`config.mk`:
```
export PLATFORM = sky130hd
export DESIGN_NAME = eit_event_header_encoder_top
export DESIGN_NICKNAME = d
export VERILOG_FILES = /design/src/hdl/eit_pkg.sv /design/src/hdl/eit_pipe_ctl.sv /design/src/hdl/eit_dur_pipe.sv /design/src/hdl/eit_hdr_pipe.sv /design/src/hdl/eit_event_header_encoder_top.sv
export VERILOG_INCLUDE_DIRS = /design/src /design/src/hdl
export SDC_FILE = /design/constraint.sdc
export NUM_CORES = 1
export LEC_CHECK = 0
export ABC_AREA = 1
export BUFFER_PORTS_ARGS = -buffer_cell sky130_fd_sc_hd__buf_2
export CORE_MARGIN = 2
export CORE_UTILIZATION = 35
export CTS_BUF_LIST = sky130_fd_sc_hd__clkbuf_4 sky130_fd_sc_hd__clkbuf_8 sky130_fd_sc_hd__clkbuf_16
export CTS_CLUSTER_SIZE = 8
export DETAILED_ROUTE_END_ITERATION = 6
export SYNTH_ARGS = -nofsm -noshare
export SYNTH_HDL_FRONTEND = slang
export SYNTH_SLANG_ARGS = --single-unit
```
`constraint.sdc`:
```
create_clock -name clk -period 13.14 [get_ports clk]
set_clock_uncertainty 0.05 [all_clocks]
set_input_delay 2.628 -clock clk [delete_from_list [all_inputs] [get_ports clk]]
set_output_delay 2.628 -clock clk [all_outputs]
set_load 0.01 [all_outputs]
```
`src/hdl/eit_event_header_encoder_top_defines.svh`:
```
// Assertion macros used by the event header encoder RTL.
`ifndef EIT_EVENT_HEADER_ENCODER_TOP_DEFINES_SVH
`define EIT_EVENT_HEADER_ENCODER_TOP_DEFINES_SVH

`ifndef SYNTHESIS

`define EIT_ASSERT(lbl, clk, rst_n, prop, msg) \
    lbl: assert property (@(posedge clk) disable iff (!rst_n) (prop)) else $error(msg);

`define EIT_ASSERT_IN_RESET(lbl, clk, rst_n, prop, msg) \
    lbl: assert property (@(posedge clk) !rst_n |-> (prop)) else $error(msg);

`else

`define EIT_ASSERT(lbl, clk, rst_n, prop, msg)

`define EIT_ASSERT_IN_RESET(lbl, clk, rst_n, prop, msg)

`endif

`endif

```
`src/hdl/eit_pkg.sv`:
```
// Types, constants and helper functions of the EIT event header encoder.
package eit_pkg;

    localparam int STAGES = 5;

    localparam logic [18:0] DUR_MAX       = 19'd359999;
    localparam logic [23:0] DUR_CLIP_BCD  = 24'h995959;
    localparam logic [20:0] HOUR_RECIP    = 21'd1193047;
    localparam int          HOUR_SHIFT    = 32;
    localparam logic [18:0] SEC_PER_HOUR  = 19'd3600;
    localparam logic [12:0] MIN_RECIP     = 13'd4370;
    localparam int          MIN_SHIFT     = 18;
    localparam logic [11:0] SEC_PER_MIN   = 12'd60;
    localparam logic [15:0] MJD_BASE      = 16'd14956;
    localparam logic [18:0] DAYS_PER_4Y   = 19'd1461;
    localparam logic [15:0] YTERM_NEG     = 16'hFE93;

    typedef struct packed {
        logic [15:0] event_id;
        logic [7:0]  year_since_1900;
        logic [3:0]  month;
        logic [4:0]  day;
        logic [4:0]  hour;
        logic [5:0]  minute;
        logic [5:0]  second;
        logic [19:0] duration_seconds;
        logic [2:0]  running_status;
        logic        free_ca_mode;
        logic [11:0] descriptors_length;
    } evt_t;

    typedef struct packed {
        logic [15:0] event_id_out;
        logic [15:0] start_mjd;
        logic [23:0] start_time_bcd;
        logic [23:0] duration_bcd;
        logic [15:0] status_length_word;
        logic        duration_clipped;
    } hdr_t;

    typedef struct packed {
        logic [STAGES-1:0] load;
    } pipe_ctl_t;

    function automatic logic [7:0] bcd2(input logic [6:0] v);
        logic [14:0] p;
        logic [3:0]  tens;
        logic [3:0]  units;
        p     = 15'(v) * 15'd205;
        tens  = 4'(p >> 11);
        units = 4'(v - 7'(tens) * 7'd10);
        return {tens, units};
    endfunction

    function automatic logic [8:0] month_term(input logic [3:0] m);
        logic [8:0] t;
        unique case (m)
            4'd0:    t = 9'd30;
            4'd1:    t = 9'd428;
            4'd2:    t = 9'd459;
            4'd3:    t = 9'd122;
            4'd4:    t = 9'd153;
            4'd5:    t = 9'd183;
            4'd6:    t = 9'd214;
            4'd7:    t = 9'd244;
            4'd8:    t = 9'd275;
            4'd9:    t = 9'd306;
            4'd10:   t = 9'd336;
            4'd11:   t = 9'd367;
            4'd12:   t = 9'd397;
            4'd13:   t = 9'd428;
            4'd14:   t = 9'd459;
            default: t = 9'd489;
        endcase
        return t;
    endfunction

endpackage

```
`src/hdl/eit_pipe_ctl.sv`:
```
// Valid bits and per-stage load enables of the encoder pipeline.
`include "eit_event_header_encoder_top_defines.svh"

module eit_pipe_ctl
(
    input  logic               clk,
    input  logic               rst_n,
    input  logic               in_valid,
    output logic               in_stall,
    output logic               out_valid,
    input  logic               out_stall,
    output eit_pkg::pipe_ctl_t ctl
);

    logic [eit_pkg::STAGES-1:0] valid_reg;
    logic [eit_pkg::STAGES-1:0] valid_next;
    logic [eit_pkg::STAGES-1:0] load;

    always_comb
    begin
        load[eit_pkg::STAGES-1] = !valid_reg[eit_pkg::STAGES-1] || !out_stall;
        for (int i = eit_pkg::STAGES - 2; i >= 0; i--)
        begin
            load[i] = !valid_reg[i] || load[i+1];
        end
        valid_next[0] = load[0] ? in_valid : valid_reg[0];
        for (int i = 1; i < eit_pkg::STAGES; i++)
        begin
            valid_next[i] = load[i] ? valid_reg[i-1] : valid_reg[i];
        end
    end

    always_ff @(posedge clk or negedge rst_n)
    begin
        if (!rst_n)
        begin
            valid_reg <= '0;
        end
        else
        begin
            valid_reg <= valid_next;
        end
    end

    assign ctl.load  = load;
    assign in_stall  = !load[0];
    assign out_valid = valid_reg[eit_pkg::STAGES-1];

    `EIT_ASSERT(a_stall_only_when_full, clk, rst_n, in_stall |-> ((&valid_reg) && out_stall), "input stalled with a free stage")
    `EIT_ASSERT(a_accept_enters, clk, rst_n, (in_valid && !in_stall) |=> valid_reg[0], "accepted beat missing from first stage")
    `EIT_ASSERT(a_no_loss_mid, clk, rst_n, (valid_reg[3] && !load[4]) |=> valid_reg[3], "held beat dropped in stage 3")
    `EIT_ASSERT_IN_RESET(a_reset_empty, clk, rst_n, valid_reg == '0, "pipeline not empty in reset")

endmodule

```
`src/hdl/eit_dur_pipe.sv`:
```
// Duration saturation, split into hours, minutes and seconds, and BCD coding.
module eit_dur_pipe
(
    input  logic               clk,
    input  eit_pkg::pipe_ctl_t ctl,
    input  logic [19:0]        duration_seconds,
    output logic [23:0]        duration_bcd,
    output logic               duration_clipped
);

    logic [18:0] dur0_reg;
    logic [18:0] dur1_reg;
    logic [11:0] rem2_reg;
    logic [11:0] rem3_reg;
    logic [6:0]  hours1_reg;
    logic [6:0]  hours2_reg;
    logic [6:0]  hours3_reg;
    logic [5:0]  min3_reg;
    logic [23:0] bcd4_reg;
    logic [eit_pkg::STAGES-1:0] clip_reg;

    logic        clip_next;
    logic [18:0] dur_next;
    logic [39:0] hour_prod;
    logic [6:0]  hours_next;
    logic [18:0] rem_full;
    logic [24:0] min_prod;
    logic [5:0]  min_next;
    logic [11:0] sec_full;
    logic [23:0] bcd_next;

    always_comb
    begin
        clip_next  = duration_seconds > 20'(eit_pkg::DUR_MAX);
        dur_next   = clip_next ? eit_pkg::DUR_MAX : 19'(duration_seconds);
        hour_prod  = 40'(dur0_reg) * 40'(eit_pkg::HOUR_RECIP);
        hours_next = 7'(hour_prod >> eit_pkg::HOUR_SHIFT);
        rem_full   = dur1_reg - 19'(hours1_reg) * eit_pkg::SEC_PER_HOUR;
        min_prod   = 25'(rem2_reg) * 25'(eit_pkg::MIN_RECIP);
        min_next   = 6'(min_prod >> eit_pkg::MIN_SHIFT);
        sec_full   = rem3_reg - 12'(min3_reg) * eit_pkg::SEC_PER_MIN;
        bcd_next   = {eit_pkg::bcd2(hours3_reg), eit_pkg::bcd2(7'(min3_reg)),
                      eit_pkg::bcd2(7'(sec_full))};
    end

    always_ff @(posedge clk)
    begin
        if (ctl.load[0])
        begin
            dur0_reg    <= dur_next;
            clip_reg[0] <= clip_next;
        end
        if (ctl.load[1])
        begin
            dur1_reg    <= dur0_reg;
            hours1_reg  <= hours_next;
            clip_reg[1] <= clip_reg[0];
        end
        if (ctl.load[2])
        begin
            rem2_reg    <= 12'(rem_full);
            hours2_reg  <= hours1_reg;
            clip_reg[2] <= clip_reg[1];
        end
        if (ctl.load[3])
        begin
            rem3_reg    <= rem2_reg;
            min3_reg    <= min_next;
            hours3_reg  <= hours2_reg;
            clip_reg[3] <= clip_reg[2];
        end
        if (ctl.load[4])
        begin
            bcd4_reg    <= bcd_next;
            clip_reg[4] <= clip_reg[3];
        end
    end

    assign duration_bcd     = bcd4_reg;
    assign duration_clipped = clip_reg[eit_pkg::STAGES-1];

endmodule

```
`src/hdl/eit_hdr_pipe.sv`:
```
// MJD computation, start time BCD and header pass-through fields.
module eit_hdr_pipe
(
    input  logic               clk,
    input  eit_pkg::pipe_ctl_t ctl,
    input  eit_pkg::evt_t      evt,
    output logic [15:0]        event_id_out,
    output logic [15:0]        start_mjd,
    output logic [23:0]        start_time_bcd,
    output logic [15:0]        status_length_word
);

    logic [15:0] eid_reg  [eit_pkg::STAGES];
    logic [23:0] time_reg [eit_pkg::STAGES];
    logic [15:0] stat_reg [eit_pkg::STAGES];

    logic        yneg0_reg;
    logic [7:0]  ymag0_reg;
    logic [8:0]  mterm0_reg;
    logic [8:0]  mterm1_reg;
    logic [4:0]  day0_reg;
    logic [4:0]  day1_reg;
    logic [15:0] yterm1_reg;
    logic [15:0] mjd2_reg;
    logic [15:0] mjd3_reg;
    logic [15:0] mjd4_reg;

    logic        leap_next;
    logic [8:0]  yl_next;
    logic [18:0] yprod;
    logic [15:0] yterm_next;
    logic [15:0] mjd_next;

    always_comb
    begin
        leap_next  = (evt.month == 4'd1) || (evt.month == 4'd2);
        yl_next    = {1'b0, evt.year_since_1900} - 9'(leap_next);
        yprod      = 19'(ymag0_reg) * eit_pkg::DAYS_PER_4Y;
        yterm_next = yneg0_reg ? eit_pkg::YTERM_NEG : 16'(yprod >> 2);
        mjd_next   = eit_pkg::MJD_BASE + 16'(day1_reg) + yterm1_reg + 16'(mterm1_reg);
    end

    always_ff @(posedge clk)
    begin
        if (ctl.load[0])
        begin
            yneg0_reg   <= yl_next[8];
            ymag0_reg   <= yl_next[7:0];
            mterm0_reg  <= eit_pkg::month_term(evt.month);
            day0_reg    <= evt.day;
            eid_reg[0]  <= evt.event_id;
            time_reg[0] <= {eit_pkg::bcd2(7'(evt.hour)), eit_pkg::bcd2(7'(evt.minute)),
                            eit_pkg::bcd2(7'(evt.second))};
            stat_reg[0] <= {evt.running_status, evt.free_ca_mode, evt.descriptors_length};
        end
        if (ctl.load[1])
        begin
            yterm1_reg <= yterm_next;
            mterm1_reg <= mterm0_reg;
            day1_reg   <= day0_reg;
        end
        if (ctl.load[2])
        begin
            mjd2_reg <= mjd_next;
        end
        if (ctl.load[3])
        begin
            mjd3_reg <= mjd2_reg;
        end
        if (ctl.load[4])
        begin
            mjd4_reg <= mjd3_reg;
        end
        for (int i = 1; i < eit_pkg::STAGES; i++)
        begin
            if (ctl.load[i])
            begin
                eid_reg[i]  <= eid_reg[i-1];
                time_reg[i] <= time_reg[i-1];
                stat_reg[i] <= stat_reg[i-1];
            end
        end
    end

    assign event_id_out       = eid_reg[eit_pkg::STAGES-1];
    assign start_mjd          = mjd4_reg;
    assign start_time_bcd     = time_reg[eit_pkg::STAGES-1];
    assign status_length_word = stat_reg[eit_pkg::STAGES-1];

endmodule

```
`src/hdl/eit_event_header_encoder_top.sv`:
```
// EIT event header encoder top level: five-stage pipeline.
// An event beat accepted at the input moves through the stage registers 0 to 4 in order
// and leaves as a result beat from stage 4.
// Throughput: one event beat per cycle while the result side does not stall; a stall on the result side backs up
// stage by stage, and bubbles are squeezed out before the input stalls.
// Reset clears the stage valid bits only; data registers are not reset.
module eit_event_header_encoder_top
(
    input  logic          clk,
    input  logic          rst_n,
    input  logic          evt_valid,
    output logic          evt_stall,
    input  eit_pkg::evt_t evt,
    output logic          hdr_valid,
    input  logic          hdr_stall,
    output eit_pkg::hdr_t hdr
);

    eit_pkg::pipe_ctl_t ctl;

    eit_pipe_ctl u_ctl
    (
        .clk       (clk),
        .rst_n     (rst_n),
        .in_valid  (evt_valid),
        .in_stall  (evt_stall),
        .out_valid (hdr_valid),
        .out_stall (hdr_stall),
        .ctl       (ctl)
    );

    eit_dur_pipe u_dur
    (
        .clk              (clk),
        .ctl              (ctl),
        .duration_seconds (evt.duration_seconds),
        .duration_bcd     (hdr.duration_bcd),
        .duration_clipped (hdr.duration_clipped)
    );

    eit_hdr_pipe u_hdr
    (
        .clk                (clk),
        .ctl                (ctl),
        .evt                (evt),
        .event_id_out       (hdr.event_id_out),
        .start_mjd          (hdr.start_mjd),
        .start_time_bcd     (hdr.start_time_bcd),
        .status_length_word (hdr.status_length_word)
    );

endmodule
```
Word level (Yosys, flattened, before mapping):

Memory sizes are Yosys's and may differ from the RTL's. A register that Yosys moved wholly into a read port is not among the register bits.
Index checks and enable logic that the tools add are counted.

* ROM bits: 144
* output and inout bits: 99
* memories: 4
* RAM bits: 280
* input port bits: 90
* register bits: 202
* word-level logic and storage cells: 87

Memory list
* (no name shown): depth 16, bits a word 9, rd ports 1, clocked after Yosys merged registers in 1, write ports 0, line eit_pkg.sv:57 `unique case (m)`
* u_hdr.time_reg: depth 5, bits a word 24, rd ports 5, clocked after Yosys merged registers in 0, write ports 5, line eit_hdr_pipe.sv:14 `logic [23:0] time_reg [eit_pkg::STAGES];`
* u_hdr.eid_reg: depth 5, bits a word 16, rd ports 5, clocked after Yosys merged registers in 0, write ports 5, line eit_hdr_pipe.sv:13 `logic [15:0] eid_reg [eit_pkg::STAGES];`
* u_hdr.stat_reg: depth 5, bits a word 16, rd ports 5, clocked after Yosys merged registers in 0, write ports 5, line eit_hdr_pipe.sv:15 `logic [15:0] stat_reg [eit_pkg::STAGES];`

* add/subtract/negate cells: 12
* order comparisons: 1
* muxes and demuxes: 10
* reduce and logical (&&, ||, !) cells: 13
* multipliers: 17
* eq/ne operators: 2

Operators by type and width (count)
* $mul 6x8->14 const B: 3
* $mul 19x21->39 const B: 1
* $mul 7x8->15 const B: 2
* $sub 4x4->4: 6
* $mul 12x12->23 const B: 1
* $gt 20x19->1 const B: 1
* $mul 8x11->18 const B: 1
* $add 16x16->16: 1
* $add 16x9->16: 1
* $add 14x5->15 const A: 1
* $mul 5x8->13 const B: 1
* $sub 12x12->12: 1
* $mux 1: 10
* $mul 3x3->3 const B: 3
* $sub 8x1->9: 1
* $mul 4x3->3 const B: 2
* $mul 7x8->8 const B: 1
* $logic_not 1->1: 7
* $sub 7x7->7: 1
* $logic_or 1x1->1: 6
* $mul 6x4->5 const B: 1
* $eq 4x1->1 const B: 1
* $eq 4x2->1 const B: 1
* $mul 2x3->3 const B: 1

Depth between registers and ports, before layout:

* word-level depth: 8
* mapped depth: 35
* gate-level depth less buffers: 35

Cells and area by module:

A second synthesis with hierarchy kept.

* cells, all modules: 2691
* area, all modules: 31432.6 µm²

By module, submodules not included
* eit_hdr_pipe: cells each 1115, instances 1, area each 16390.7 µm², seq. area each 10840.4 µm²
* eit_dur_pipe: cells each 1555, instances 1, area each 14818.0 µm², seq. area each 3153.0 µm²
* eit_pipe_ctl: cells each 21, instances 1, area each 224.0 µm², seq. area each 125.1 µm²

Worst setup path after synthesis:

No wires, ideal clock.

* path kind: input to output
* start point: input port hdr_stall
* end point: output port evt_stall
* required time: 10462 ps
* path slack: 468 ps
* stages: 8
* arrival time: 9994 ps
* buffers on the path: 0
* cell sequence: nand2_1 -> nor2_1 -> inv_2 -> nor2_1 -> inv_1 -> nor2_1 -> inv_1 -> nor2_2

RTL lines
* start, declared: line eit_event_header_encoder_top.sv:15 `input logic hdr_stall,`
* end, declared: line eit_event_header_encoder_top.sv:12 `output logic evt_stall,`

==> implementation parameters <==
Parameter                              Value

CTS
  Clock root buffer ... clkbuf_16
  PostCTS Resize Cnt ... 0
  Max Root-Sink Buffers ... 3
  Clock latency at the later pin of the worst-skew pair ... 0.61 ns
  H-Tree Level Count ... 3
  Clock-pin transition on the worst setup and hold timing paths ... 0.05 ns
  Number of clock buffers inserted by TritonCTS ... 70
  TritonCTS clock tree ... done
  Setup Buffers After CTS ... 0
  Number of sinks driven by the clock tree ... 471
  Hold-fix buffers, CTS ... 0

STA
  Maximum operating frequency ... 135 MHz
  Final setup vio count ... 0
  WHS ... 0.353 ns
  Number of hold violations in the final report ... 0
  Period utilisation layout ... 56.5%
  Final Max Tran Viols ... 0
  Sum of negative setup slack ... 0 ns
  Worst Tran Pin Value ... 1.02 ns
  Clock period minus worst slack ... 7.43 ns
  RSZ-0062 raised after global routing ... false
  Remaining max-slew budget at the tightest pin ... 32.2%

Synthesis
  Number of synthesized flops with an enable pin ... 466
  Flip-flop cell with the highest count after synthesis ... edfxtp_1
  Fraction of the yosys area taken by sequential cells ... 45.0%
  Warnings from Yosys ... 0
  Area of the mapped netlist ... 31,400 sq um
  Number of synthesized register bits ... 471
  Syn Area/Cell ... 11.6 sq um
  Yosys top cell by area ... edfxtp_1
  Number of different library cells in the post-synthesis netlist ... 51
  Async set-reset flop share out of synthesis ... 1.06%
  Top-area cell type share of the netlist area ... 44.6%
  Cells after synthesis ... 2,697
  Top cells by area in the synthesized netlist ... edfxtp_1, ha_1, fa_1

Global route
  Pin count of the biggest net entering global routing ... 74
  Leftover overflow at the end of global routing ... 0
  Number of antenna violations at the first check in global routing ... 3
  GR Layer Usage met2 ... 22.4%
  GR Layer Usage met1 ... 18.5%
  GRT Overall Usage ... 13.7%
  Via count of the first global-routing pass ... 18,700
  Layer with the highest usage after global routing ... met2
  Wire length of the first global-routing pass ... 97,900 microns
  Met3 track demand over resource in global routing ... 3.01%

Run
  Max-capacitance violation count ... 0

Critical path
  Endpoint of the worst register-to-register path ... u_dur.duration_bcd[3]
  Worst r2r src ... u_dur.min3_reg[0]
  Worst Path Required ... 10.46 ns
  Critical path fanouts, max ... 43
  Critical Path Max Stage Delay ... 0.33 ns
  Critical-path cell with the highest stage delay ... nand2_4
  Crit start category ... input port
  Number of cell instances on the worst register-to-register path ... 34
  Critical Path End ... evt_stall
  Kind of capture point of the worst setup path ... primary output
  Worst setup path startpoint ... hdr_stall
  Cells along the critical path ... buf_2 > nand2_4 > nor2_1 > inv_4 > nor2_1 > inv_4 > nor2_1 > inv_4 > nor2_2 > buf_2
  Data arrival, critical path ... 4.75 ns
  Worst Setup Path Type ... input port to primary output
  Reg2reg setup slack ... 6.06 ns

Cells and area
  Share of cells above drive strength 1 ... 11.4%
  Net count reported at finish ... 3,684
  Highest-count cells in the layout ignoring fill and taps ... inv_1, ha_1, edfxtp_1, nand2_1, fa_1
  Flip-flop count of the largest register, all copies and words added ... 100
  Most frequent standard cell in the layout excluding fill and tap cells ... inv_1
  Layout overhead on the synthesized area ... 12.8%
  Final design area excluding fillers ... 35,400 sq um
  Finished Core Util ... 39.9%

Min path
  Kind of path behind the tightest hold check ... flip-flop to flip-flop

Routing
  Detail-routed net length per standard cell ... 15.0 microns
  Total detailed-routing wirelength ... 61,400 microns
  Routed vias/inst ... 4.44
  DRC violations left ... 0
  Antenna-violating nets left ... 0
  First-pass iteration count of the detailed router ... 5
  Total number of vias ... 18,200
  Iteration-0 DRC Markers ... 833

Placement
  Standard cell area after detailed placement ... 33,400 sq um
  Final weighted congestion in routability-driven placement ... 0.851
  Port Buffer Count ... 183
  DPL Wire Length ... 48,800 microns

Floorplan
  Placement Rows ... 109
  Die outline area ... 92,000 sq um
  Width of the die ... 303 microns
  Die extent in y ... 303 microns
  Starting density of the core ... 35.4%
  Total I/O pin count ... 189
  Placeable core region ... 88,600 sq um

Outcome
  Run status ... complete, no violations
kinds of logic (layout without fill, tap and decap cells):
group | after synthesis | count (layout) | share of synthesized area, %
compound gates | 222 | 222 | 3.95
xor+xnor | 70 | 70 | 2.00
fa+ha+maj | 693 | 693 | 32.5
buf+inv | 634 | 863 | 8.29
flops | 471 | 471 | 45.0
other cells | 1 | 7 | 0.0120
simple gates | 606 | 606 | 8.23
critical path: cells and delay by family:
kind | cells | cell delay, ns
and+or+nand+nor | 5 | 1.31
buffers and inverters | 5 | 0.78
Yosys cell counts (34+ instances only):
master and number:
nand3_1 59, fa_1 202, xor2_1 34, ha_1 491
xnor2_1 35, edfxtp_1 466, nand2_1 340, a21oi_1 113
inv_1 568, o21ai_0 56, buf_4 58, nor2_1 121
per-layer routing:
| metal | routed length [microns] | up-vias |
|---|---|---|
| li1 | - | 9254 |
| met5 | 0 | - |
| met2 | 28700 | 272 |
| met1 | 28400 | 8597 |
| met3 | 3020 | 65 |
| met4 | 1220 | 0 |
layout make-up:
class	instances	area (sq um)
fillers	8502	53300
multi-input cells	1596	14700
flip-flops and latches	471	14100
inverters	573	2160
clock buffers	89	1890
well taps	1165	1460
repair buffers	189	961
clock inverters	12	119
diodes	2	5.00
worst min path at each step:
stage                                     start                    end  cells after the start
after floorplan               u_dur.clip_reg[0]      u_dur.clip_reg[1]                      0
after global placement    u_hdr.stat_reg[0][41]  u_hdr.stat_reg[0][57]                      0
after detailed placement      u_dur.clip_reg[0]      u_dur.clip_reg[1]                      0
after CTS                 u_hdr.time_reg[0][62]  u_hdr.time_reg[0][86]                      0
after global routing          u_hdr.mjd2_reg[0]      u_hdr.mjd3_reg[0]                      0
final                         u_hdr.mjd2_reg[0]      u_hdr.mjd3_reg[0]                      0
stage by stage:
stage,setup slack (ns),cells
2_1_floorplan,0.468,2701
3_3_place_gp,5.68,3994
3_5_place_dp,5.64,3994
4_1_cts,5.61,4095
5_1_grt,5.39,4097
6_report,5.71,4097
Power is not shown: default switching activity piles up to over one toggle a cycle in this logic, so the estimate is an artifact.
